File: src/design/scpf_pkg.sv
// Shared types and constants for the sum-checksum packet framer.
// Used by every module of the framer; depends on nothing.
package scpf_pkg;

  localparam int unsigned MAX_PAYLOAD_INT = 1012;
  localparam logic [9:0]  MAX_PAYLOAD     = 10'(MAX_PAYLOAD_INT);
  localparam logic [7:0]  SYNC_BYTE_0     = 8'h44;
  localparam logic [7:0]  SYNC_BYTE_1     = 8'h4B;
  localparam logic [10:0] FRAME_OVERHEAD  = 11'd11;

  // Command queue between front and back
  localparam int unsigned QDEPTH = 4;
  localparam int unsigned QPTR_W = $clog2(QDEPTH);
  localparam int unsigned QCNT_W = $clog2(QDEPTH + 1);

  // Back-end sequencer steps: 0..9 are the header bytes
  localparam logic [3:0] STEP_HDR_LAST = 4'd9;
  localparam logic [3:0] STEP_PAY      = 4'd10;
  localparam logic [3:0] STEP_CHK      = 4'd11;
  localparam logic [3:0] STEP_ERR      = 4'd12;

  typedef struct packed {
    logic [7:0]  dest_address;
    logic [7:0]  message_number;
    logic [15:0] packet_type;
    logic [9:0]  payload_length;
    logic [7:0]  payload_byte;
  } in_item_t;

  typedef struct packed {
    logic [7:0] frame_byte;
    logic       last_of_frame;
    logic       length_error;
  } out_item_t;

  typedef enum logic [1:0] {
    CMD_HDR = 2'd0,
    CMD_PAY = 2'd1,
    CMD_ERR = 2'd2
  } cmd_kind_e;

  typedef struct packed {
    cmd_kind_e   kind;
    logic [7:0]  dest;
    logic [7:0]  msg;
    logic [15:0] ptype;
    logic [9:0]  len;
    logic [7:0]  pbyte;
    logic        last;   // payload transaction closes the frame
  } cmd_t;

  typedef struct packed {
    logic head_valid;
    logic full;
  } q_status_t;

endpackage

File: src/design/scpf_front.sv
// Front end of the framer: classifies each input transaction into a command.
// Tracks frame position (in frame, payload bytes left). Depends on scpf_pkg.
module scpf_front (
  input  logic             clk_i,
  input  logic             rst_ni,
  input  logic             accept_i,
  input  scpf_pkg::in_item_t item_i,
  output scpf_pkg::cmd_t   cmd_o
);
  import scpf_pkg::*;

  logic       in_frame_q, in_frame_d;
  logic [9:0] remaining_q, remaining_d;

  always_comb begin
    cmd_o       = '0;
    cmd_o.dest  = item_i.dest_address;
    cmd_o.msg   = item_i.message_number;
    cmd_o.ptype = item_i.packet_type;
    cmd_o.len   = item_i.payload_length;
    cmd_o.pbyte = item_i.payload_byte;
    in_frame_d  = in_frame_q;
    remaining_d = remaining_q;
    if (in_frame_q) begin
      cmd_o.kind = CMD_PAY;
      cmd_o.last = (remaining_q == 10'd1);
      if (accept_i) begin
        remaining_d = remaining_q - 10'd1;
        if (remaining_q == 10'd1) begin
          in_frame_d = 1'b0;
        end
      end
    end else if (item_i.payload_length > MAX_PAYLOAD) begin
      cmd_o.kind = CMD_ERR;
    end else begin
      cmd_o.kind = CMD_HDR;
      cmd_o.last = (item_i.payload_length <= 10'd1);
      // header item carries the first payload byte; stay in frame if more follow
      if (accept_i && item_i.payload_length > 10'd1) begin
        in_frame_d  = 1'b1;
        remaining_d = item_i.payload_length - 10'd1;
      end
    end
  end

  always_ff @(posedge clk_i or negedge rst_ni) begin
    if (!rst_ni) begin
      in_frame_q  <= 1'b0;
      remaining_q <= '0;
    end else begin
      in_frame_q  <= in_frame_d;
      remaining_q <= remaining_d;
    end
  end

endmodule

File: src/design/scpf_queue.sv
// Short command FIFO between the front and back ends of the framer.
// Register-based, first-word fall-through. Depends on scpf_pkg.
module scpf_queue (
  input  logic                 clk_i,
  input  logic                 rst_ni,
  input  logic                 push_i,
  input  scpf_pkg::cmd_t       push_cmd_i,
  input  logic                 pop_i,
  output scpf_pkg::cmd_t       head_o,
  output scpf_pkg::q_status_t  status_o
);
  import scpf_pkg::*;

  cmd_t              mem_q [QDEPTH];
  logic [QPTR_W-1:0] wr_ptr_q, rd_ptr_q;
  logic [QCNT_W-1:0] count_q;
  logic              do_push, do_pop;

  assign status_o.head_valid = (count_q != '0);
  assign status_o.full       = (count_q == QCNT_W'(QDEPTH));
  assign head_o              = mem_q[rd_ptr_q];
  assign do_push             = push_i && !status_o.full;
  assign do_pop              = pop_i && status_o.head_valid;

  always_ff @(posedge clk_i) begin
    if (do_push) begin
      mem_q[wr_ptr_q] <= push_cmd_i;
    end
  end

  always_ff @(posedge clk_i or negedge rst_ni) begin
    if (!rst_ni) begin
      wr_ptr_q <= '0;
      rd_ptr_q <= '0;
      count_q  <= '0;
    end else begin
      if (do_push) begin
        wr_ptr_q <= wr_ptr_q + QPTR_W'(1);
      end
      if (do_pop) begin
        rd_ptr_q <= rd_ptr_q + QPTR_W'(1);
      end
      case ({do_push, do_pop})
        2'b10:   count_q <= count_q + QCNT_W'(1);
        2'b01:   count_q <= count_q - QCNT_W'(1);
        default: count_q <= count_q;
      endcase
    end
  end

endmodule

File: src/design/scpf_back.sv
// Back end of the framer: expands commands into frame bytes, keeps the
// running checksum and drives the registered output. Depends on scpf_pkg.
module scpf_back (
  input  logic                clk_i,
  input  logic                rst_ni,
  input  scpf_pkg::cmd_t      head_i,
  input  scpf_pkg::q_status_t q_status_i,
  output logic                pop_o,
  output logic                out_valid_o,
  input  logic                out_stall_i,
  output scpf_pkg::out_item_t out_o
);
  import scpf_pkg::*;

  cmd_t       cur_q, cur_d;
  logic       busy_q, busy_d;
  logic [3:0] step_q, step_d;
  logic [7:0] sum_q, sum_d;
  logic       out_valid_q, out_valid_d;
  out_item_t  out_q, out_d;

  logic        adv;
  logic        done;
  logic [3:0]  step_nxt;
  logic [7:0]  cur_byte;
  logic [10:0] total;

  assign adv   = !out_valid_q || !out_stall_i;
  assign total = {1'b0, cur_q.len} + FRAME_OVERHEAD;

  // Byte for the current step
  always_comb begin
    case (step_q)
      4'd0:     cur_byte = SYNC_BYTE_0;
      4'd1:     cur_byte = SYNC_BYTE_1;
      4'd2:     cur_byte = total[7:0];
      4'd3:     cur_byte = {5'd0, total[10:8]};
      4'd4:     cur_byte = cur_q.dest;
      4'd6:     cur_byte = cur_q.msg;
      4'd8:     cur_byte = cur_q.ptype[7:0];
      4'd9:     cur_byte = cur_q.ptype[15:8];
      STEP_PAY: cur_byte = cur_q.pbyte;
      STEP_CHK: cur_byte = sum_q;
      default:  cur_byte = 8'd0;
    endcase
  end

  // Next step and end-of-command detection
  always_comb begin
    step_nxt = step_q + 4'd1;
    done     = 1'b0;
    if (step_q == STEP_HDR_LAST) begin
      step_nxt = (cur_q.len != 10'd0) ? STEP_PAY : STEP_CHK;
    end else if (step_q == STEP_PAY) begin
      step_nxt = STEP_CHK;
      done     = !cur_q.last;
    end else if (step_q == STEP_CHK || step_q == STEP_ERR) begin
      done = 1'b1;
    end
  end

  always_comb begin
    cur_d       = cur_q;
    busy_d      = busy_q;
    step_d      = step_q;
    sum_d       = sum_q;
    out_valid_d = out_valid_q;
    out_d       = out_q;
    pop_o       = 1'b0;

    if (adv) begin
      out_valid_d = 1'b0;
    end
    if (busy_q && adv) begin
      out_valid_d         = 1'b1;
      out_d.frame_byte    = cur_byte;
      out_d.last_of_frame = (step_q == STEP_CHK);
      out_d.length_error  = (step_q == STEP_ERR);
      if (step_q == STEP_CHK) begin
        sum_d = 8'd0;
      end else if (step_q == 4'd0) begin
        sum_d = cur_byte;
      end else if (step_q != STEP_ERR) begin
        sum_d = sum_q + cur_byte;
      end
      step_d = step_nxt;
      if (done) begin
        busy_d = 1'b0;
      end
    end

    // Load the next command when idle or finishing the current one
    if ((!busy_q || (adv && done)) && q_status_i.head_valid) begin
      pop_o  = 1'b1;
      cur_d  = head_i;
      busy_d = 1'b1;
      case (head_i.kind)
        CMD_HDR: step_d = 4'd0;
        CMD_PAY: step_d = STEP_PAY;
        default: step_d = STEP_ERR;
      endcase
    end
  end

  always_ff @(posedge clk_i) begin
    cur_q <= cur_d;
    out_q <= out_d;
  end

  always_ff @(posedge clk_i or negedge rst_ni) begin
    if (!rst_ni) begin
      busy_q      <= 1'b0;
      step_q      <= '0;
      sum_q       <= '0;
      out_valid_q <= 1'b0;
    end else begin
      busy_q      <= busy_d;
      step_q      <= step_d;
      sum_q       <= sum_d;
      out_valid_q <= out_valid_d;
    end
  end

  assign out_valid_o = out_valid_q;
  assign out_o       = out_q;

endmodule

File: src/design/sum_checksum_packet_framer_unit.sv
// Top level of the sum-checksum packet framer.
// Instantiates scpf_front, scpf_queue and scpf_back; depends on scpf_pkg.
//
// Turns input transactions into a byte stream of link frames. The first
// transaction of a frame carries destination, message number, packet type
// and payload length (plus the first payload byte when the length is
// nonzero); each later transaction carries one payload byte. Output per
// frame: 0x44 0x4B, total length (payload + 11, little endian), destination,
// 0x00, message number, 0x00, packet type (little endian), the payload, and
// the 8-bit additive checksum of all earlier bytes with last_of_frame set.
// A payload length above MAX_PAYLOAD gives one output transaction with
// length_error set and frame_byte zero; no frame follows. Rate: the back end
// emits one output byte per cycle while out_stall_i holds no output, so a payload
// transaction yields one byte (two when it also closes the frame with the
// checksum), a header transaction yields 11 or 12 bytes and a rejected length
// yields one; the four-entry command queue lets the input side run ahead of a
// header burst and backpressure covers the rest. With the back end idle, an
// accepted item is queued, loaded into cur_q and its byte registered in out_q.
module sum_checksum_packet_framer_unit (
  input  logic                clk_i,
  input  logic                rst_ni,
  input  logic                in_valid_i,
  output logic                in_stall_o,
  input  scpf_pkg::in_item_t  in_i,
  output logic                out_valid_o,
  input  logic                out_stall_i,
  output scpf_pkg::out_item_t out_o
);
  import scpf_pkg::*;

  logic      in_accept;
  cmd_t      front_cmd;
  cmd_t      q_head;
  q_status_t q_status;
  logic      q_pop;

  assign in_stall_o = q_status.full;
  assign in_accept  = in_valid_i && !in_stall_o;

  scpf_front u_front (
    .clk_i    (clk_i),
    .rst_ni   (rst_ni),
    .accept_i (in_accept),
    .item_i   (in_i),
    .cmd_o    (front_cmd)
  );

  scpf_queue u_queue (
    .clk_i      (clk_i),
    .rst_ni     (rst_ni),
    .push_i     (in_accept),
    .push_cmd_i (front_cmd),
    .pop_i      (q_pop),
    .head_o     (q_head),
    .status_o   (q_status)
  );

  scpf_back u_back (
    .clk_i       (clk_i),
    .rst_ni      (rst_ni),
    .head_i      (q_head),
    .q_status_i  (q_status),
    .pop_o       (q_pop),
    .out_valid_o (out_valid_o),
    .out_stall_i (out_stall_i),
    .out_o       (out_o)
  );

`ifndef SYNTHESIS
  // An error result never carries frame data
  a_err_clean: assert property (@(posedge clk_i) disable iff (!rst_ni)
    (out_valid_o && out_o.length_error) |-> (out_o.frame_byte == 8'd0 && !out_o.last_of_frame))
    else $error("length error result carries frame data");

  // A full queue always has a command at its head
  a_full_has_head: assert property (@(posedge clk_i) disable iff (!rst_ni)
    q_status.full |-> q_status.head_valid)
    else $error("queue full without head entry");

  // The back end only pops when the queue has an entry
  a_pop_nonempty: assert property (@(posedge clk_i) disable iff (!rst_ni)
    q_pop |-> q_status.head_valid)
    else $error("pop from empty command queue");
`endif

endmodule
File: config.mk
export PLATFORM = sky130hd
export DESIGN_NAME = sum_checksum_packet_framer_unit
export DESIGN_NICKNAME = d
export VERILOG_FILES = /design/src/design/scpf_pkg.sv /design/src/design/scpf_front.sv /design/src/design/scpf_queue.sv /design/src/design/scpf_back.sv /design/src/design/sum_checksum_packet_framer_unit.sv
export SDC_FILE = /design/constraint.sdc
export NUM_CORES = 1
export LEC_CHECK = 0
export ABC_AREA = 1
export ABC_CLOCK_PERIOD_IN_PS = 6850
export BUFFER_PORTS_ARGS = -buffer_cell sky130_fd_sc_hd__buf_2
export CAP_MARGIN = 20
export CORE_UTILIZATION = 55
export CTS_BUF_LIST = sky130_fd_sc_hd__clkbuf_8 sky130_fd_sc_hd__clkbuf_16
export DETAILED_ROUTE_END_ITERATION = 8
export PLACE_DENSITY = 0.73
export SETUP_SLACK_MARGIN = 0.05
export SLEW_MARGIN = 20
export SYNTH_ARGS = -nofsm -noshare
export SYNTH_HDL_FRONTEND = slang
export SYNTH_SLANG_ARGS = --single-unit
File: constraint.sdc
create_clock -name clk_i -period 6.85 [get_ports clk_i]
set_input_delay 1.7125 -clock clk_i [delete_from_list [all_inputs] [get_ports clk_i]]
set_output_delay 1.7125 -clock clk_i [all_outputs]
set_load 0.02 [all_outputs]
=== Word level (Yosys, flattened, before mapping) ===
Memories as Yosys holds them, arrays and structs flattened.
Cells that the tools add are included.

* Bits in registers: 93
* Bits in writable memories: 212
* Bits of input ports: 54
* Output and inout bits: 12
* Word-level logic and storage cells: 112
* Memories kept: 1

* $add $sub $neg: 9
* Order comparisons: 3
* Eq/ne operators: 18
* Mux-type cells: 35
* Reduce and logical (&&, ||, !) cells: 28

{| class="wikitable"
|+ Memory list
! name !! depth !! bits a word !! rd ports !! clocked after memory_dff !! write ports !! RTL line !! text
|-
| u_queue.mem_q || 4 || 53 || 1 || 0 || 1 || scpf_queue.sv:14 || <nowiki>cmd_t mem_q [QDEPTH];</nowiki>
|}

{| class="wikitable"
|+ Operator list
! operator !! number
|-
| $pmux 8 s10 || 1
|-
| $mux 10 || 4
|-
| $mux 8 || 3
|-
| $eq 4x4->1 const B || 5
|-
| $sub 10x1->10 const B || 2
|-
| $mux 1 || 19
|-
| $mux 4 || 4
|-
| $add 10x4->11 const B || 1
|-
| $eq 10x1->1 const B || 1
|-
| $gt 10x1->1 const B || 1
|-
| $gt 10x10->1 const B || 1
|-
| $le 10x1->1 const B || 1
|-
| $reduce_bool 10->1 || 1
|-
| $reduce_bool 2->1 || 5
|-
| $add 8x8->8 || 1
|-
| $eq 4x2->1 const B || 2
|-
| $eq 4x3->1 const B || 2
|-
| $pmux 4 s2 || 1
|-
| $logic_and 1x1->1 || 7
|-
| $pmux 3 s2 || 1
|-
| $reduce_bool 3->1 || 2
|-
| $logic_not 1->1 || 5
|-
| $add 2x1->2 const B || 2
|-
| $add 4x1->4 const B || 1
|-
| 14 further kinds || 20
|}

=== Depth between registers and ports, before layout ===
* Depth after elaboration: 12
* Mapped depth: 23
* Mapped depth without buffers: 23

=== Hierarchy ===
A second synthesis with hierarchy kept.

* Cells, all modules: 1274
* Area, all modules: 14116.0 sq um

{| class="wikitable"
|+ Modules (own cells, without submodules)
! module !! times used !! cells each !! area an instance (sq um) !! sequential area each (sq um)
|-
| scpf_queue || 1 || 678 || 8785.9 || 6541.3
|-
| scpf_back || 1 || 360 || 3818.7 || 2182.1
|-
| scpf_front || 1 || 234 || 1501.4 || 275.3
|-
| sum_checksum_packet_framer_unit || 1 || 2 || 10.0 || 0.0
|}

=== Worst setup path after synthesis ===
No wires, ideal clock.

* Path type: input to register
* Start: input port in_valid_i
* End: memory u_queue.mem_q[0][0] in the netlist's numbering, enable pin
* Library setup time: 0.464 ns
* Arrival: 4.054 ns
* Required time: 6.386 ns
* Slack: 2.332 ns
* Cell stages on the path: 2
* Buffers on the path: 0
* Path through: o21ai_2 nor2_1

* Longest elaborated chain between the ends: 4

{| class="wikitable"
|+ RTL lines
! what !! RTL line !! text
|-
| start, declared || sum_checksum_packet_framer_unit.sv:22 || <nowiki>input logic in_valid_i,</nowiki>
|-
| $logic_and 1x1->1 || sum_checksum_packet_framer_unit.sv:38 || <nowiki>assign in_accept = in_valid_i && !in_stall_o;</nowiki>
|-
| $logic_and 1x1->1 || scpf_queue.sv:22 || <nowiki>assign do_push = push_i && !status_o.full;</nowiki>
|-
| $mux 1 || scpf_queue.sv:26 || <nowiki>if (do_push) begin</nowiki>
|-
| $mux 1 (implied by the code) || scpf_queue.sv:27 || <nowiki>mem_q[wr_ptr_q] <= push_cmd_i;</nowiki>
|-
| end, declared || scpf_queue.sv:14 ||
|}

No other way between the ends.

=== Final worst setup path ===
* Start: register u_back.step_q[3]
* End: register u_queue.count_q[1]

* Longest elaborated chain between the ends: 12
* Elaborated cells between the ends (all ways): 17
* Classes of those cells: eq/ne: 6; mux: 5; reduce/logical: 6

{| class="wikitable"
|+ RTL lines
! what !! RTL line !! text
|-
| start, declared || scpf_back.sv:17 || <nowiki>logic [3:0] step_q, step_d;</nowiki>
|-
| start signal, assigned || scpf_back.sv:118 || <nowiki>step_q <= step_d;</nowiki>
|-
| $eq 4x4->1 || scpf_back.sv:57 || <nowiki>end else if (step_q == STEP_CHK || step_q == STEP_ERR) begin</nowiki>
|-
| $logic_or 1x1->1 || scpf_back.sv:57 ||
|-
| $mux 1 || scpf_back.sv:57 ||
|-
| $mux 1 || scpf_back.sv:54 || <nowiki>end else if (step_q == STEP_PAY) begin</nowiki>
|-
| $mux 1 * || scpf_back.sv:52 || <nowiki>if (step_q == STEP_HDR_LAST) begin</nowiki>
|-
| $logic_and 1x1->1 * || scpf_back.sv:93 || <nowiki>if ((!busy_q || (adv && done)) && q_status_i.head_valid) begin</nowiki>
|-
| $logic_or 1x1->1 * || scpf_back.sv:93 ||
|-
| $logic_and 1x1->1 * || scpf_back.sv:93 ||
|-
| $mux 1 * || scpf_back.sv:93 ||
|-
| via q_pop || sum_checksum_packet_framer_unit.sv:35 || <nowiki>logic q_pop;</nowiki>
|-
| $logic_and 1x1->1 * || scpf_queue.sv:23 || <nowiki>assign do_pop = pop_i && status_o.head_valid;</nowiki>
|-
| $eq 2x1->1 or $eq 2x2->1 (tied branches) || scpf_queue.sv:43 || <nowiki>case ({do_push, do_pop})</nowiki>
|-
| $pmux 3 s2 or $reduce_bool 2->1 (tied branches) || n/a ||
|-
| end signal, assigned || scpf_queue.sv:44 || <nowiki>2'b10: count_q <= count_q + QCNT_W'(1);</nowiki>
|-
| end signal, assigned || scpf_queue.sv:45 || <nowiki>2'b01: count_q <= count_q - QCNT_W'(1);</nowiki>
|-
| end signal, assigned || scpf_queue.sv:46 || <nowiki>default: count_q <= count_q;</nowiki>
|-
| end, declared || scpf_queue.sv:16 || <nowiki>logic [QCNT_W-1:0] count_q;</nowiki>
|}

Mark *: on every way through the listed nets, which the timed path passes. The rest lies on a longest branch.
A chain may end at the register's enable or synchronous reset.

==> metrics.csv <==
stage;metric;value;unit
synth;synth_seq_cells;305;
synth;syn_inst;1049;
sta;drv_slew;0;
floorplanning;die_area;0.02406;sq mm
hold_path;hold_path.class;flip-flop to flip-flop;
final_layout;final_cell_mix;273 x edfxtp_1, 140 x o21ai_0, 140 x nor2_1;
sta;hold_violations;0;
synth;synth_ff_type;edfxtp_1;
final_layout;seqCellArea;0.009000;sq mm
sta;finalSetupTns;0;ps
sta;period_needed;3908;ps
final_layout;final_cells;1447;
synth;yosysTopAreaCellShare;0.6358;
final_layout;fillers;1736;
synth;synth.area.top_cells;edfxtp_1 64%, dfrtp_1 6.2%, o21ai_0 5.4%;
drt;drt-vias-per-instance;5.562;
drt;vias;8048;
final_layout;utilization;0.6340;
final_layout;num-nets-final;1190;
critical_path;arrival;4350;ps
floorplanning;die_h;155.1;um
placed_design;dpl_cell_area;0.01353;sq mm
drt;drt-initial-drc-count;710;
synth;yosysTopAreaCell;edfxtp_1;
job;drv_cap;0;
clocking;numCtsBuffers;29;
critical_path;timing.rr.start;u_back.step_q[3];
final_layout;area_growth;12.33;%
sta;hold_ws;487.3;ps
critical_path;cp-end-kind;flip-flop;
clocking;cts.repair.resized;0;
clocking;clkTransAtPathRegs;70;ps
global_routing;grt_overflow_total;0;
drt;wl;25830;um
floorplanning;core_area;0.02285;sq mm
placed_design;portBuffers;65;
final_layout;postLayoutCellArea;0.01448;sq mm
critical_path;start_kind;flip-flop;
sta;grt_setup_unrepaired;no;
clocking;clockBufferDepth;3;
critical_path;cp.required;7290;ps
global_routing;use_met2;0.3737;
power;leakage;5.399;nW
global_routing;grt_pass1_wl;40970;um
global_routing;antenna_found_initial;0;
global_routing;use_met3;0.03064;
clocking;clk_latency;540;ps
placed_design;dp_hpwl;15990;um
clocking;cts_tree;done;
clocking;hold_buffers;0;
final_layout;multi_input_area;0.003416;sq mm
drt;drc;0;
synth;syn_area_per_cell;12.29;sq um
synth;synth_edf_count;273;
global_routing;track_usage;0.2210;
placed_design;place_congestion;0.8947;
final_layout;drive_gt1_frac;0.1393;
placed_design;dp.cells;1395;
floorplanning;fp.dieW;155.1;um
synth;synth_cell_type_count;54;
global_routing;top_usage_layer;met2;
drt;wl_per_cell;17.85;um
outcome;outcome;finished clean;
floorplanning;pin_count;66;
clocking;cts_setup_buffers;0;
global_routing;grt_pass1_vias;7847;
clocking;root_buffer;clkbuf_16;
sta;fmax;255.9;MHz
sta;setup-violations-final;0;
drt;drt-pass1-iter-count;5;
sta;skew;16.12;ps
sta;tightest_slew;1064;ps
critical_path;crit_start;u_back.step_q[3];
final_layout;antennaDiodeCount;0;
synth;syn_nets;1126;
synth;syn_area;0.01289;sq mm
synth;yosysSeqAreaShare;0.6979;
clocking;cts_max_level;1;
clocking;clock-sinks;305;
floorplanning;rows;55;
sta;post-route-period-util;0.5705;
critical_path;path_class;flip-flop to flip-flop;
sta;slew_headroom;0.2904;
final_layout;layout.cells.most_common;edfxtp_1;
power;worst_ir_drop_vdd;317.3;uV
hold_path;holdCritStartpoint;u_queue.count_q[0];
global_routing;use_met1;0.3046;
drt;ant_nets;0;
global_routing;grt_start_max_net_pins;109;
floorplanning;start_util;0.5643;
power;p_per_area;487.6;mW/mm^2
synth;ys_warn_count;0;
synth;synthArstFlopShare;0.1049;
critical_path;critical_path.max_fanout;59;
[metal layers]
layer	wire length [um]	vias up
li1	-	3906
met1	11360	3869
met2	12500	230
met3	1466	43
met4	503	0
met5	0	-
[metrics by stage]
stage	worst slack (ps)	total power [mW]
CTS	2916	7.097
finish	2942	7.062
detailed placement	2380	5.489
global placement	2473	5.414
floorplan	2332	4.775
global route	2647	7.506
[state kept, by name, summed over array words and instances, names as in the netlist, 2 cells and up]
name                 flops
u_back.cur_q            51
u_back.out_o            10
u_queue.mem_q          212
u_back.step_q            4
u_queue.count_q          3
u_queue.wr_ptr_q         2
u_queue.rd_ptr_q         2
u_back.sum_q             8
u_front.remaining_q     10
[worst max-delay path: stages, from the launching register on]
cell and delay, ps:
dfrtp_1 770, inv_1 180, nor2_1 180, nand2_1 130
inv_2 160, nand2_1 80, nand3_1 70, o21ai_1 80
nand2_2 130, clkinv_2 740, ha_1 550, inv_1 100
fa_1 410, o21ai_0 210
[final cells by class]
class,count,share of cell area
clock buffer,29,0.05010
clock inverter,23,0.01555
inverter,89,0.02350
multi-input combinational,615,0.2358
sequential,305,0.6214
tap,313,0.02704
timing repair buffer,73,0.02661
[cell usage after synthesis, types with 2 or more instances]
cell type,count
a22o_1,6
fa_1,2
o21ai_0,140
nor2_8,2
o22ai_1,58
nand4_1,9
o21ai_1,6
nand2_1,99
a221oi_1,4
inv_2,3
edfxtp_1,273
dfrtp_1,32
nand3_1,29
o221ai_1,2
a31oi_1,2
nor2_4,4
o21ai_2,3
nand2_4,6
nand3_4,2
inv_1,85
nor2_2,3
or2_2,2
xnor2_1,3
nor3_4,2
nor4_1,3
o211ai_1,3
ha_1,21
clkbuf_1,35
nor3_1,7
nand2_2,7
a21oi_1,22
xor2_1,8
nor2_1,144
buf_6,2
[path summary, 6_finish.rpt]
path                                          endpoint  slack, ps  cells past startpoint
worst max register to register      u_queue.count_q[1]       2940                     13
worst min-delay path                u_queue.count_q[0]        490                      1
worst max-delay path                u_queue.count_q[1]       2940                     13
min in group asynchronous       u_front.remaining_q[8]       1280                      1
worst min register to register      u_queue.count_q[0]        490                      1
max in group asynchronous          u_queue.rd_ptr_q[0]       4970                      1
[power by group]
part / internal, mW / leakage, nW / switching (mW) / total, mW
Sequential: 2.75 / 2.90 / 0.228 / 2.97
Combinational: 0.752 / 2.02 / 1.74 / 2.49
Clock: 0.951 / 0.482 / 0.647 / 1.60
[cells by family (layout without fill, tap and decap cells)]
family / count (synthesis) / in the layout / synth area share
flip-flops: 305 / 305 / 0.6979
adder cells (fa/ha/maj): 23 / 23 / 0.02348
AND/OR/NAND/NOR: 324 / 324 / 0.1178
AO/OA/AOI/OAI: 257 / 257 / 0.1138
XOR/XNOR: 11 / 11 / 0.007473
buffers and inverters: 129 / 214 / 0.03950
Note: power is estimated with default switching activity, not from simulation.
